`config.mk`:
```
export PLATFORM = sky130hd
export DESIGN_NAME = button_event_tracker
export DESIGN_NICKNAME = d
export VERILOG_FILES = /design/src/sv/bet_pkg.sv /design/src/sv/bet_tracker.sv /design/src/sv/button_event_tracker.sv
export SDC_FILE = /design/constraint.sdc
export NUM_CORES = 1
export LEC_CHECK = 0
export CORE_MARGIN = 4
export CORE_UTILIZATION = 50
export CTS_BUF_LIST = sky130_fd_sc_hd__clkbuf_2
export CTS_CLUSTER_SIZE = 12
export DETAILED_ROUTE_END_ITERATION = 8
export DONT_BUFFER_PORTS = 1
export SYNTH_ARGS = -nofsm -noshare
export SYNTH_HDL_FRONTEND = slang
export SYNTH_SLANG_ARGS = --single-unit
```
`constraint.sdc`:
```
create_clock -name clk -period 7.61 [get_ports clk]
set_input_delay 0.761 -clock clk [delete_from_list [all_inputs] [get_ports clk]]
set_output_delay 0.761 -clock clk [all_outputs]
set_load 0.005 [all_outputs]
```
`src/sv/bet_pkg.sv`:
```
// ----------------------------------------------------------------------------
// bet_pkg
// Shared types and constants for the button event tracker.
// ----------------------------------------------------------------------------
package bet_pkg;

    localparam int NUM_BUTTONS  = 8;
    localparam int IDX_W        = 3;
    localparam int TIME_W       = 32;
    localparam int COUNT_W      = 4;
    localparam int CFG_IDX_W    = 1;
    localparam int CFG_DATA_W   = 8;
    localparam int IN_TDATA_W   = 48;
    localparam int OUT_TDATA_W  = 56;

    localparam logic [COUNT_W-1:0]    COUNT_RESET      = 4'd8;
    localparam logic [NUM_BUTTONS-1:0] ACTIVE_LOW_RESET = 8'h00;

    // Item kinds carried in the mode field.
    typedef enum logic [1:0] {
        MODE_SAMPLE  = 2'd0,
        MODE_CONSUME = 2'd1,
        MODE_QUERY   = 2'd2
    } mode_t;

    // Configuration register indexes.
    typedef enum logic [CFG_IDX_W-1:0] {
        REG_BUTTON_COUNT = 1'b0,
        REG_ACTIVE_LOW   = 1'b1
    } cfg_reg_t;

    typedef struct packed {
        logic [IDX_W-1:0]       button_index;
        logic [TIME_W-1:0]      timestamp;
        logic [NUM_BUTTONS-1:0] pin_levels;
        logic [1:0]             mode;
    } item_t;

    typedef struct packed {
        logic [TIME_W-1:0]      held_time;
        logic                   held_valid;
        logic [NUM_BUTTONS-1:0] released_events;
        logic [NUM_BUTTONS-1:0] pressed_events;
    } result_t;

    typedef struct packed {
        logic [COUNT_W-1:0]     button_count;
        logic [NUM_BUTTONS-1:0] active_low_mask;
    } cfg_t;

endpackage

```
`src/sv/bet_tracker.sv`:
```
// ----------------------------------------------------------------------------
// bet_tracker
// Button state and press start times; produces one result per step.
// ----------------------------------------------------------------------------
module bet_tracker
    import bet_pkg::*;
(
    input  logic    clk,
    input  logic    rst_n,
    input  logic    step,
    input  item_t   item,
    input  cfg_t    cfg,
    output result_t result
);

    logic [NUM_BUTTONS-1:0] held_reg, held_next;
    logic [NUM_BUTTONS-1:0] press_reg, press_next;
    logic [NUM_BUTTONS-1:0] release_reg, release_next;
    logic [NUM_BUTTONS-1:0] consumed_reg, consumed_next;
    logic [NUM_BUTTONS-1:0] tracked;
    logic [NUM_BUTTONS-1:0] active;
    logic [NUM_BUTTONS-1:0] start_we;
    logic [TIME_W-1:0]      start_reg [NUM_BUTTONS];
    logic [TIME_W-1:0]      start_sel;
    logic                   valid;

    always_comb
    begin
        held_next     = held_reg;
        press_next    = press_reg;
        release_next  = release_reg;
        consumed_next = consumed_reg;
        start_we      = '0;
        active        = item.pin_levels ^ cfg.active_low_mask;
        for (int i = 0; i < NUM_BUTTONS; i++)
        begin
            tracked[i] = (COUNT_W'(i) < cfg.button_count);
        end
        case (item.mode)
            MODE_SAMPLE:
            begin
                press_next   = '0;
                release_next = '0;
                for (int i = 0; i < NUM_BUTTONS; i++)
                begin
                    if (tracked[i])
                    begin
                        if (!held_reg[i] && active[i])
                        begin
                            press_next[i]    = 1'b1;
                            consumed_next[i] = 1'b0;
                            held_next[i]     = 1'b1;
                            start_we[i]      = 1'b1;
                        end
                        else if (held_reg[i] && !active[i])
                        begin
                            held_next[i]    = 1'b0;
                            release_next[i] = 1'b1;
                        end
                        else if (!active[i])
                        begin
                            consumed_next[i] = 1'b0;
                        end
                    end
                end
            end
            MODE_CONSUME:
            begin
                consumed_next[item.button_index] = 1'b1;
            end
            default:
            begin
            end
        endcase

        // A press in this very item starts the clock at the current time.
        start_sel = start_we[item.button_index] ? item.timestamp
                                                : start_reg[item.button_index];
        valid = held_next[item.button_index] && !consumed_next[item.button_index];

        result.pressed_events  = press_next & ~consumed_next;
        result.released_events = release_next & ~consumed_next;
        result.held_valid      = valid;
        result.held_time       = valid ? (item.timestamp - start_sel) : '0;
    end

    always_ff @(posedge clk or negedge rst_n)
    begin
        if (!rst_n)
        begin
            held_reg     <= '0;
            press_reg    <= '0;
            release_reg  <= '0;
            consumed_reg <= '0;
        end
        else if (step)
        begin
            held_reg     <= held_next;
            press_reg    <= press_next;
            release_reg  <= release_next;
            consumed_reg <= consumed_next;
        end
    end

    always_ff @(posedge clk)
    begin
        for (int i = 0; i < NUM_BUTTONS; i++)
        begin
            if (step && start_we[i])
            begin
                start_reg[i] <= item.timestamp;
            end
        end
    end

`ifndef SYNTHESIS
    a_events_disjoint: assert property (@(posedge clk) disable iff (!rst_n)
        (press_reg & release_reg) == '0)
        else $error("press and release events overlap");

    a_press_is_held: assert property (@(posedge clk) disable iff (!rst_n)
        (press_reg & ~held_reg) == '0)
        else $error("press event on a button that is not held");

    a_release_not_held: assert property (@(posedge clk) disable iff (!rst_n)
        (release_reg & held_reg) == '0)
        else $error("release event on a button that is still held");
`endif

endmodule

```
`src/sv/button_event_tracker.sv`:
```
// ----------------------------------------------------------------------------
// button_event_tracker
// Press/release edge detection and held-time reporting for eight buttons.
// ----------------------------------------------------------------------------
//
//   Channel   Direction  Contents
//   s_axis    in         one item: mode, pin levels, timestamp, button index
//   m_axis    out        one result: event masks, held flag, held time
//   cfg       in         register writes: button_count, active_low_mask
//
// One item is taken every clock cycle while m_axis_tready stays high. The edge that
// accepts an item loads the input register, and the edge that moves it on loads
// its result into the result register, once that register is free or drains.
// The per-item work is a set of per-button bit updates and one 32-bit
// subtraction, all between the input register and the result register.
// When the result register is full and not taken, the input register holds
// its item and s_axis_tready drops only once both registers are full.
// Reset clears the button state and the handshake, and returns button_count
// to 8 and active_low_mask to zero. Press start times are not reset.
//
module button_event_tracker
    import bet_pkg::*;
(
    input  logic                   clk,
    input  logic                   rst_n,
    input  logic                   s_axis_tvalid,
    output logic                   s_axis_tready,
    // [1:0] mode, [9:2] pin_levels, [41:10] timestamp, [44:42] button_index
    input  logic [IN_TDATA_W-1:0]  s_axis_tdata,
    output logic                   m_axis_tvalid,
    input  logic                   m_axis_tready,
    // [7:0] pressed_events, [15:8] released_events, [16] held_valid,
    // [48:17] held_time
    output logic [OUT_TDATA_W-1:0] m_axis_tdata,
    input  logic                   cfg_we,
    input  logic [CFG_IDX_W-1:0]   cfg_index,
    input  logic [CFG_DATA_W-1:0]  cfg_data
);

    cfg_t    cfg_reg;
    item_t   item_reg;
    logic    item_valid_reg;
    result_t result_reg;
    logic    result_valid_reg;
    result_t result_next;
    logic    advance;
    logic    accept;

    // The held item moves on whenever the result register is free or drains.
    assign advance       = item_valid_reg && (!result_valid_reg || m_axis_tready);
    assign s_axis_tready = !item_valid_reg || advance;
    assign accept        = s_axis_tvalid && s_axis_tready;

    always_ff @(posedge clk or negedge rst_n)
    begin
        if (!rst_n)
        begin
            cfg_reg.button_count    <= COUNT_RESET;
            cfg_reg.active_low_mask <= ACTIVE_LOW_RESET;
        end
        else if (cfg_we)
        begin
            case (cfg_index)
                REG_BUTTON_COUNT: cfg_reg.button_count    <= cfg_data[COUNT_W-1:0];
                REG_ACTIVE_LOW:   cfg_reg.active_low_mask <= cfg_data;
                default:
                begin
                end
            endcase
        end
    end

    always_ff @(posedge clk or negedge rst_n)
    begin
        if (!rst_n)
        begin
            item_valid_reg   <= 1'b0;
            result_valid_reg <= 1'b0;
        end
        else
        begin
            if (s_axis_tready)
            begin
                item_valid_reg <= s_axis_tvalid;
            end
            if (advance)
            begin
                result_valid_reg <= 1'b1;
            end
            else if (m_axis_tready)
            begin
                result_valid_reg <= 1'b0;
            end
        end
    end

    always_ff @(posedge clk)
    begin
        if (accept)
        begin
            item_reg <= item_t'(s_axis_tdata[$bits(item_t)-1:0]);
        end
        if (advance)
        begin
            result_reg <= result_next;
        end
    end

    bet_tracker u_tracker (
        .clk    (clk),
        .rst_n  (rst_n),
        .step   (advance),
        .item   (item_reg),
        .cfg    (cfg_reg),
        .result (result_next)
    );

    assign m_axis_tvalid = result_valid_reg;
    assign m_axis_tdata  = {{(OUT_TDATA_W - $bits(result_t)){1'b0}}, result_reg};

`ifndef SYNTHESIS
    a_result_held_on_stall: assert property (@(posedge clk) disable iff (!rst_n)
        (result_valid_reg && !m_axis_tready) |=>
            (result_valid_reg && $stable(result_reg)))
        else $error("result register changed while stalled");

    a_item_held_on_stall: assert property (@(posedge clk) disable iff (!rst_n)
        (item_valid_reg && !advance) |=> (item_valid_reg && $stable(item_reg)))
        else $error("input register lost an item that had not moved on");

    a_ready_when_empty: assert property (@(posedge clk) disable iff (!rst_n)
        !item_valid_reg |-> s_axis_tready)
        else $error("input side stalled with an empty input register");
`endif

endmodule
```
==> key figures, run 1 <==
Worst setup path
  • Critical Path RT: 8.30 ns
  • Worst Setup Start Kind: flip-flop
  • Critical Path, Cell by Cell: or2_1 -> buf_4 -> or4_4 -> o32ai_1 -> or4_2 -> nand2_1 -> o21ai_1 -> ha_1 -> inv_1 -> fa_1 -> a211oi_1 -> o21ai_0 -> a21boi_0 -> o21bai_1 -> a21oi_1 -> xor2_1 -> nor2_1
  • Reg2Reg Launch Point: item_reg[1]
  • Top Family by Delay on Critical Path: simple AND/OR/NAND/NOR gates
  • WS Path Type: reg2reg
  • Worst EP arrival: approximately 6.4 ns
  • Sum of buffers and inverters on the critical path: 2
  • Crit end category: flip-flop
  • Slowest cell delay on critical path: between 0.7 and 0.8 ns
  • CP max stage cell: or4_2
  • Peak fanout along the critical path: 33
  • Setup crit start: item_reg[1]

Timing
  • RSZ-0062 raised after global routing: no
  • Clk_skew: about 0.083 ns
  • Hold Violations, Final: 0
  • Slew Limit Fails: 0
  • Highest clock rate: 175 MHz
  • Tmin final: approximately 5.7 ns
  • Post-route setup slack: around 1.9 ns
  • Tcrit/Tclk final: 0.750
  • Slew at the pin closest to its max-slew limit: 1.01 ns
  • Hold slack: between 0.1 and 0.15 ns
  • Post-Route Setup TNS: 0 ns
  • Final setup fails: 0
  • Worst slew margin: 0.325

Route
  • Vias: about 10000
  • Routed WL: between 30 and 40 mm
  • Routed len/inst: 21.3 microns
  • Drt drc: 0
  • Drt via density: about 5.7
  • Starting DRT DRC Count: around 670
  • Drt pass-1 iters: 5
  • Post-DRT Antenna Nets: 0

Placed design
  • GP Congestion: 0.863
  • Dpl ws: between 1.5 and 2 ns
  • Port Buffers: 0
  • Detailed Place HPWL: 23.0 mm

Clock tree
  • H-tree lvl count: 3
  • Cts hold-fix bufs: around 60
  • Clock Tree Root: clkbuf_2
  • Clock sink total: about 400
  • CTS tree: done
  • Cts bufs inserted: 100
  • Post-CTS setup buffer count: 0
  • Later-pin clock latency in the skew report: approximately 1.0 ns
  • Clock Pin Slew Worst Setup and Hold Paths: about 0.11 ns
  • Max Root-Sink Buffers: 3
  • Post-CTS sizing: 0

Global routing
  • Initial antenna violation count: 1
  • Top Usage Layer GRT: met2
  • Largest net degree at the start of global routing: 71
  • First-pass GRT wire length: 60.4 mm
  • Met3 GRT Util: 0.0454
  • Met1 global-route usage: 0.277
  • Total track usage: 0.204
  • Vias in the first global route: ~11000
  • Met2 Usage GRT: 0.331
  • GRT overflow: 0

Die
  • I/O pin total: 120
  • Rows: roughly 70
  • Die W: 196 microns
  • Initial core utilization: 0.508
  • Height of the die: around 200 microns
  • Die footprint: roughly 38000 sq um
  • Core area: 34600 sq um

Yosys
  • Register area share after synthesis: 0.667
  • Post-synth top area share: 0.598
  • Async set or reset register ratio after synthesis: 0.115
  • Post-synth top area cell: edfxtp_1
  • Synth Flop Type: edfxtp_1
  • Yosys warns: 0
  • Post-synthesis sequential element count: between 300 and 400
  • Synth top area cells: edfxtp_1, mux4_2, dfrtp_1, mux2i_1, ha_1
  • Netlist cell types: ~70
  • Syn avg cell area: 15.2 sq um
  • Post-Synthesis Cells: about 1200
  • EDFF count, synth: 350
  • Syn Std Cell Area: 17600 sq um

Pwr
  • Worst IR Drop VDD: ~0.00015 V
  • Pwr dens: 260 nW/um^2
  • Leak pwr: ~7.1 nW

Run status
  • Status: complete, no violations

Final layout
  • Layout Nets: approximately 1400
  • Max reg flops: roughly 260
  • Syn-to-layout area delta: 11.2%
  • Leading cell type in the layout, fill and taps excluded: edfxtp_1
  • Fillers: 2847
  • Most frequent cells in the layout: edfxtp_1, clkbuf_2, nor2_1
  • Share of layout cells above drive strength 1: 0.228
  • Reg area: roughly 12000 sq um
  • Multi-input logic area: about 5600 sq um

Flow run
  • Max_cap viols: 0

Hold path
  • HP Class: in2reg
  • Worst Hold Launch: s_axis_tvalid
[power by group]
part,switching (mW),total (mW),internal (mW)
combinational,0.548,0.940,0.392
sequential,0.154,2.73,2.58
clock,0.830,1.41,0.580
total,1.53,5.08,3.55
[layout make-up]
cell class / instances / area share
multi-input cells: 689 / 0.284
clock buffers: 147 / 0.0376
repair buffers: 77 / 0.0383
flip-flops and latches: 399 / 0.600
well taps: 455 / 0.0291
clock inverters: 23 / 0.00775
diodes: 2 / 0.000256
inverters: 14 / 0.00269
[cells by family after synthesis]
kind of cell	share of synthesized area
adders and majority gates	0.0232
DFF	0.667
and+or+nand+nor	0.0741
xor gates and xnor gates	0.0149
muxes	0.116
other	0.000213
buffers and inverters	0.0221
AOI/OAI and AO/OA	0.0823
[cells in the mapped netlist (17+ instances only)]
cell type	count
mux4_2	64
ha_1	31
a21oi_1	74
o21ai_0	30
nand2_1	77
a21oi_2	28
mux2_2	17
mux2i_1	41
edfxtp_1	350
nand3_1	23
dfrtp_1	45
nor2_1	98
clkbuf_1	31
a21o_1	24
[routing by layer]
layer | vias up | wire length, microns
met4 | 0 | 785
met2 | 296 | 18900
met1 | 5165 | 16800
met3 | 52 | 2010
li1 | 4782 | -
met5 | - | 0
[final timing paths]
kind                                              to  slack [ns]  cells past startpoint
setup / recovery                    m_axis_tdata[29]        1.90                     17
min in group asynchronous  u_tracker.consumed_reg[1]        0.27                      2
hold reg to reg               u_tracker.press_reg[0]        0.48                      1
hold / removal                             flip-flop        0.12                      2
max in group asynchronous                cfg_reg[11]        7.02                      2
setup reg to reg                    m_axis_tdata[29]        1.90                     17
[per-stage QoR]
step,cells,instance area [sq um],utilization,total power [mW]
after global placement,1573,18000,0.520,3.68
final,1806,19500,0.564,5.08
after detailed placement,1573,18000,0.520,3.69
after floorplan,1164,17600,-,3.44
after global routing,1806,19500,0.564,5.40
after CTS,1804,19500,0.564,5.15
No activity file was read; power rests on OpenSTA's default activity.
==> inputs of run 2 (changes only) <==
==> constraint.sdc (replaced) <==
create_clock -name clk -period 5.7 [get_ports clk]
set_input_delay 0.57 -clock clk [delete_from_list [all_inputs] [get_ports clk]]
set_output_delay 0.57 -clock clk [all_outputs]
set_load 0.005 [all_outputs]
==> run 2 against run 1 <==
  * Non-clock buffer count is 15 higher
  * Count of clock-buffer cells in the layout decreased by 6
  * Maximum frequency is 13% higher
  * Flip-flop and latch count is the same
  * Critical endpoint is now m_axis_tdata[43]
  * Worst hold slack better by 0.0093 ns
  * Global-route usage grew 0.35 points
==> key figures, run 2 (synthesis gave the netlist of run 1 again) <==
Clock tree
  • Cts bufs inserted: 98 (-2.0%)
  • Clock Pin Slew Worst Setup and Hold Paths: 0.11 ns (about the same)
  • Later-pin clock latency in the skew report: 0.96 ns (-0.05 ns)
  • H-tree lvl count: 3 (unchanged)
  • CTS tree: done
  • Max Root-Sink Buffers: 3 (unchanged)
  • Post-CTS setup buffer count: 0 (unchanged)
  • Clock Tree Root: clkbuf_2
  • Clock sink total: 399 (unchanged)
  • Post-CTS sizing: 0 (unchanged)

Worst setup path
  • Peak fanout along the critical path: 44 (+33%)
  • Worst EP arrival: 5.80 ns (-0.60 ns)
  • Reg2Reg Launch Point: item_reg[0]
  • Reg-to-reg endpoint: m_axis_tdata[43]
  • Sum of buffers and inverters on the critical path: 2 (unchanged)
  • Worst Setup Start Kind: flip-flop
  • Crit end category: flip-flop
  • Slowest cell delay on critical path: 0.65 ns (-0.06 ns)
  • Critical Path RT: 6.46 ns (-1.84 ns)
  • Top Family by Delay on Critical Path: simple AND/OR/NAND/NOR gates
  • CP max stage cell: or4_1
  • Worst R2R Path Depth: 16 (-1)
  • FF-to-FF setup slack: 0.66 ns (-1.24 ns)
  • Critical Path, Cell by Cell: buf_4 -> or2_1 -> or4_1 -> mux2_2 -> nor2_1 -> or4_2 -> buf_12 -> a21oi_2 -> fa_1 -> a211oi_1 -> o21ai_0 -> nand3_1 -> nand2_1 -> a21o_1 -> a21boi_0 -> mux2i_1
  • WS Path Type: reg2reg

Placed design
  • Port Buffers: 0 (unchanged)
  • GP Congestion: 0.861 (-0.17%)
  • Detailed Place HPWL: 23.9 mm (+4.0%)
  • Dpl ws: 0.680 ns (-1.23 ns)

Global routing
  • Initial antenna violation count: 2 (+1)
  • First-pass GRT wire length: 61.3 mm (+1.5%)
  • GRT overflow: 0 (unchanged)
  • Total track usage: 0.208 (+0.00350)
  • Vias in the first global route: 10700 (+1.0%)
  • Largest net degree at the start of global routing: 72 (+1.4%)

Hold path
  • HP Class: in2reg
  • Hold Path End: cfg_reg[6]
  • Hold depth: 2 (unchanged)
  • Worst Hold Launch: cfg_we

Die
  • Die footprint: 38200 sq um (unchanged)
  • Core area: 34600 sq um (unchanged)
  • Height of the die: 196 microns (unchanged)
  • Rows: 68 (unchanged)
  • Die W: 196 microns (unchanged)
  • Initial core utilization: 0.508 (unchanged)
  • I/O pin total: 120 (unchanged)

Route
  • Starting DRT DRC Count: 661 (-0.60%)
  • Drt via density: 5.61 (-1.5%)
  • Post-DRT Antenna Nets: 0 (unchanged)
  • Vias: 10300 (+0.18%)
  • Routed len/inst: 21.4 microns (+0.22%)
  • Drt pass-1 iters: 5 (unchanged)
  • Drt drc: 0 (unchanged)
  • Routed WL: 39.2 mm (+1.9%)

Flow run
  • Max_cap viols: 0 (unchanged)

Pwr
  • Pwr dens: 348 nW/um^2 (+34%)
  • Worst IR Drop VDD: 0.000217 V (+41%)
  • Leak pwr: 7.18 nW (+1.5%)

Final layout
  • Multi-input logic area: 5550 sq um (unchanged)
  • Fillers: 2823 (-0.84%)
  • Reg area: 11700 sq um (unchanged)
  • Syn-to-layout area delta: 12.5%
  • Leading cell type in the layout, fill and taps excluded: edfxtp_1
  • Layout Nets: 1388 (+0.95%)
  • Share of layout cells above drive strength 1: 0.229 (+0.00158)
  • Most frequent cells in the layout: edfxtp_1, clkbuf_2, nor2_1
  • Max reg flops: 256 (unchanged)

Timing
  • Hold Violations, Final: 0 (unchanged)
  • Post-route setup slack: 0.657 ns (-1.24 ns)
  • Tmin final: 5.04 ns (-0.668 ns)
  • Final setup fails: 0 (unchanged)
  • Post-Route Setup TNS: 0 ns (unchanged)
  • Slew at the pin closest to its max-slew limit: 0.992 ns (-0.0197 ns)
  • Clk_skew: 0.0504 ns (-0.0321 ns)
  • Worst slew margin: 0.338 (+0.0131)
  • Highest clock rate: 198 MHz (+13%)
  • Slew Limit Fails: 0 (unchanged)
  • RSZ-0062 raised after global routing: no
  • Tcrit/Tclk final: 0.885 (+0.134)

Run status
  • Status: complete, no violations
==> run 2: where the power goes <==
part | total [mW] | leakage (nW) | switching (mW) | internal, mW
combinational | 1.30 | 2.64 | 0.760 | 0.544
sequential | 3.63 | 3.82 | 0.194 | 3.44
clock | 1.95 | 0.713 | 1.14 | 0.811
==> run 2: how the worst max path moves through the flow <==
| stage | start | to | slack, ns | cells after the start |
|---|---|---|---|---|
| after floorplan | item_reg[1] | m_axis_tdata[29] | 1.43 | 20 |
| after global placement | cfg_reg[8] | m_axis_tdata[29] | 0.77 | 15 |
| after detailed placement | item_reg[0] | m_axis_tdata[43] | 0.68 | 16 |
| after CTS | item_reg[0] | m_axis_tdata[43] | 0.58 | 16 |
| after global routing | item_reg[0] | m_axis_tdata[29] | 0.33 | 18 |
| final | item_reg[0] | m_axis_tdata[43] | 0.66 | 16 |
==> run 2: what timing repair did <==
item,CTS,global route
setup endpoints to repair,0,0
hold buffers,65,0
endpoints found under the hold margin,108,0
==> run 2: through the flow <==
stage / instances / utilization / cell area [sq um] / hold WS [ns] / total power [mW]
floorplan: 1164 / - / 17600 / 0.274 / 4.59
global placement: 1584 / 0.524 / 18100 / 0.276 / 4.94
detailed placement: 1584 / 0.524 / 18100 / 0.276 / 4.96
CTS: 1834 / 0.571 / 19800 / 0.00878 / 6.99
global route: 1837 / 0.571 / 19800 / -0.00374 / 7.32
finish: 1837 / 0.571 / 19800 / 0.128 / 6.89
==> run 2: layout make-up <==
cell class	count	area share
repair buffers	92	0.0458
inverters	14	0.00266
multi-input cells	689	0.281
flip-flops and latches	399	0.593
clock inverters	44	0.0129
diodes	3	0.000380
clock buffers	141	0.0357
well taps	455	0.0288
==> run 2: worst reg2reg max path: stages (launching register included) <==
cell and delay [ns]:
edfxtp_1 0.38, buf_4 0.17, or2_1 0.31, or4_1 0.65
mux2_2 0.31, nor2_1 0.13, or4_2 0.30, buf_12 0.31
a21oi_2 0.14, fa_1 0.47, a211oi_1 0.44, o21ai_0 0.20
nand3_1 0.18, nand2_1 0.13, a21o_1 0.24, a21boi_0 0.22
mux2i_1 0.28
==> run 2: per-layer routing <==
metal  up-vias  global-route usage  wire length [microns]
li1       4824                   -                      -
met3        61              0.0462                   2110
met5         -                   0                      0
met4         0              0.0605                    700
met2       284               0.338                  19300
met1      5145               0.284                  17100
==> inputs of run 3 (changes only) <==
--- a/config.mk
+++ b/config.mk
@@ -11,6 +11,7 @@
 export CTS_CLUSTER_SIZE = 12
 export DETAILED_ROUTE_END_ITERATION = 8
 export DONT_BUFFER_PORTS = 1
+export PLACE_DENSITY = 0.71
 export SYNTH_ARGS = -nofsm -noshare
 export SYNTH_HDL_FRONTEND = slang
 export SYNTH_SLANG_ARGS = --single-unit
==> run 3 against run 2 <==
  * Clock skew increased by 0.021 ns
  * Maximum frequency decreased by 1.2%
  * Clock power decreased by 7%
  * Largest cell class unchanged
==> key figures, run 3 (synthesis gave the netlist of run 1 again) <==
Pwr
  • Worst IR Drop VDD: 0.000180 V (-17%)
  • Total power draw: 6.75 mW (-2.1%)
  • Leak pwr: 7.09 nW (-1.2%)
  • Pwr dens: 343 nW/um^2 (-1.5%)

Clock tree
  • Max Root-Sink Buffers: 3 (unchanged)
  • Cts hold-fix bufs: 69 (+6.2%)
  • Later-pin clock latency in the skew report: 1.00 ns (+0.04 ns)
  • H-tree lvl count: 3 (unchanged)
  • Clock Pin Slew Worst Setup and Hold Paths: 0.10 ns (about the same)
  • Post-CTS sizing: 0 (unchanged)
  • Clock sink total: 399 (unchanged)
  • Cts bufs inserted: 97 (-1.0%)
  • Clock Tree Root: clkbuf_2
  • Post-CTS setup buffer count: 0 (unchanged)
  • CTS tree: done

Global routing
  • Met3 GRT Util: 0.0516 (+0.00535)
  • Total track usage: 0.201 (-0.00674)
  • First-pass GRT wire length: 60.0 mm (-2.0%)
  • Largest net degree at the start of global routing: 71 (-1.4%)
  • Vias in the first global route: 10600 (-0.40%)
  • Met1 global-route usage: 0.273 (-0.0115)
  • Initial antenna violation count: 3 (+1)
  • Met2 Usage GRT: 0.323 (-0.0149)
  • Top Usage Layer GRT: met2
  • GRT overflow: 0 (unchanged)

Timing
  • Post-Route Setup TNS: 0 ns (unchanged)
  • Slew Limit Fails: 0 (unchanged)
  • Final setup fails: 0 (unchanged)
  • Tcrit/Tclk final: 0.896 (+0.0112)
  • RSZ-0062 raised after global routing: no
  • Slew at the pin closest to its max-slew limit: 0.952 ns (-0.0402 ns)
  • Post-route setup slack: 0.594 ns (-0.0637 ns)
  • Tmin final: 5.11 ns (+0.0637 ns)
  • Hold Violations, Final: 0 (unchanged)
  • Highest clock rate: 196 MHz (-1.2%)
  • Worst slew margin: 0.365 (+0.0268)
  • Clk_skew: 0.0714 ns (+0.0210 ns)

Worst setup path
  • Worst R2R Path Depth: 15 (-1)
  • Crit path to: m_axis_tdata[34]
  • Critical Path RT: 6.44 ns (-0.02 ns)
  • Worst Setup Start Kind: flip-flop
  • Reg-to-reg endpoint: m_axis_tdata[34]
  • Setup crit start: item_reg[1]
  • Crit end category: flip-flop
  • FF-to-FF setup slack: 0.59 ns (-0.06 ns)
  • Crit path top cell by count: a21oi_1
  • Reg2Reg Launch Point: item_reg[1]
  • CP max stage cell: o41ai_1
  • Critical Path, Cell by Cell: or2_1 -> buf_4 -> or4_4 -> o32ai_1 -> or4_2 -> buf_4 -> a21oi_2 -> ha_1 -> o211ai_1 -> a21oi_1 -> o21ai_1 -> o41ai_1 -> a21oi_1 -> or3_1 -> a21oi_1
  • WS Path Type: reg2reg
  • Slowest cell delay on critical path: 0.60 ns (-0.05 ns)
  • Worst EP arrival: 5.85 ns (+0.05 ns)
  • Peak fanout along the critical path: 24 (-45%)

Final layout
  • Core Util, Final: 0.568 (-0.00318)
  • Most frequent cells in the layout: edfxtp_1, clkbuf_2, nor2_1
  • Finished Cell Area: 19700 sq um (-0.56%)
  • Reg area: 11700 sq um (unchanged)
  • Share of layout cells above drive strength 1: 0.221 (-0.00775)
  • Fillers: 2715 (-3.8%)
  • Leading cell type in the layout, fill and taps excluded: edfxtp_1
  • Layout Nets: 1387 (-0.072%)
  • Max reg flops: 256 (unchanged)
  • Multi-input logic area: 5550 sq um (unchanged)
  • Syn-to-layout area delta: 11.9%

Die
  • Core area: 34600 sq um (unchanged)
  • I/O pin total: 120 (unchanged)
  • Height of the die: 196 microns (unchanged)
  • Rows: 68 (unchanged)
  • Die W: 196 microns (unchanged)
  • Initial core utilization: 0.508 (unchanged)
  • Die footprint: 38200 sq um (unchanged)

Route
  • Drt drc: 0 (unchanged)
  • Drt via density: 5.73 (+2.1%)
  • Routed len/inst: 21.0 microns (-1.9%)
  • Starting DRT DRC Count: 834 (+26%)
  • Drt pass-1 iters: 5 (unchanged)
  • Post-DRT Antenna Nets: 0 (unchanged)
  • Vias: 10400 (+0.78%)
  • Routed WL: 38.0 mm (-3.1%)

Hold path
  • HP Class: in2reg

Flow run
  • Max_cap viols: 0 (unchanged)

Placed design
  • Cell Area, Placed: 18100 sq um (-0.17%)
  • Dpl ws: 0.711 ns (+0.0311 ns)
  • Port Buffers: 0 (unchanged)
  • GP Congestion: 0.854 (-0.89%)
  • Detailed Place HPWL: 23.3 mm (-2.7%)

Run status
  • Status: complete, no violations
[run 3: through the flow]
step,hold WS [ns],cells
finish,0.179,1813
global route,0.0932,1813
CTS,0.0507,1810
detailed placement,0.276,1580
global placement,0.276,1580
floorplan,0.274,1164
[run 3: routing by layer]
metal / vias up / share of wire
met5: - / 0
met4: 0 / 0.015
met1: 5209 / 0.43
met3: 45 / 0.065
met2: 335 / 0.49
li1: 4805 / -
[run 3: critical path, delay by kind of cell, from the launching register on]
| family | cells | cell delay [ns] |
|---|---|---|
| compound gates | 8 | 1.86 |
| buf+inv | 2 | 0.58 |
| fa+ha+maj | 1 | 0.38 |
| flops | 1 | 0.53 |
| simple gates | 4 | 1.49 |
[run 3: how the worst min path moves through the flow]
stage	from	end	slack (ns)	cells past startpoint
2_1_floorplan	rst_n	cfg_reg[0]	0.27	0
3_3_place_gp	rst_n	cfg_reg[6]	0.28	0
3_5_place_dp	rst_n	cfg_reg[6]	0.28	0
4_1_cts	m_axis_tready	flip-flop	0.05	3
5_1_grt	s_axis_tdata[6]	item_reg[6]	0.09	1
6_report	m_axis_tready	flip-flop	0.18	3
[run 3: layout make-up]
class                           count  share of cell area
Clock buffer                      130              0.0331
Inverter                           14             0.00267
Clock inverter                     31             0.00967
Tap cell                          455              0.0289
Antenna cell                        3            0.000382
Timing Repair Buffer               92              0.0466
Sequential cell                   399               0.596
Multi-Input combinational cell    689               0.282
[run 3: power breakdown]
group	internal (mW)	total [mW]	switching [mW]	leakage, nW
Combinational	0.541	1.30	0.763	2.65
Sequential	3.44	3.63	0.193	3.82
Clock	0.708	1.81	1.10	0.622
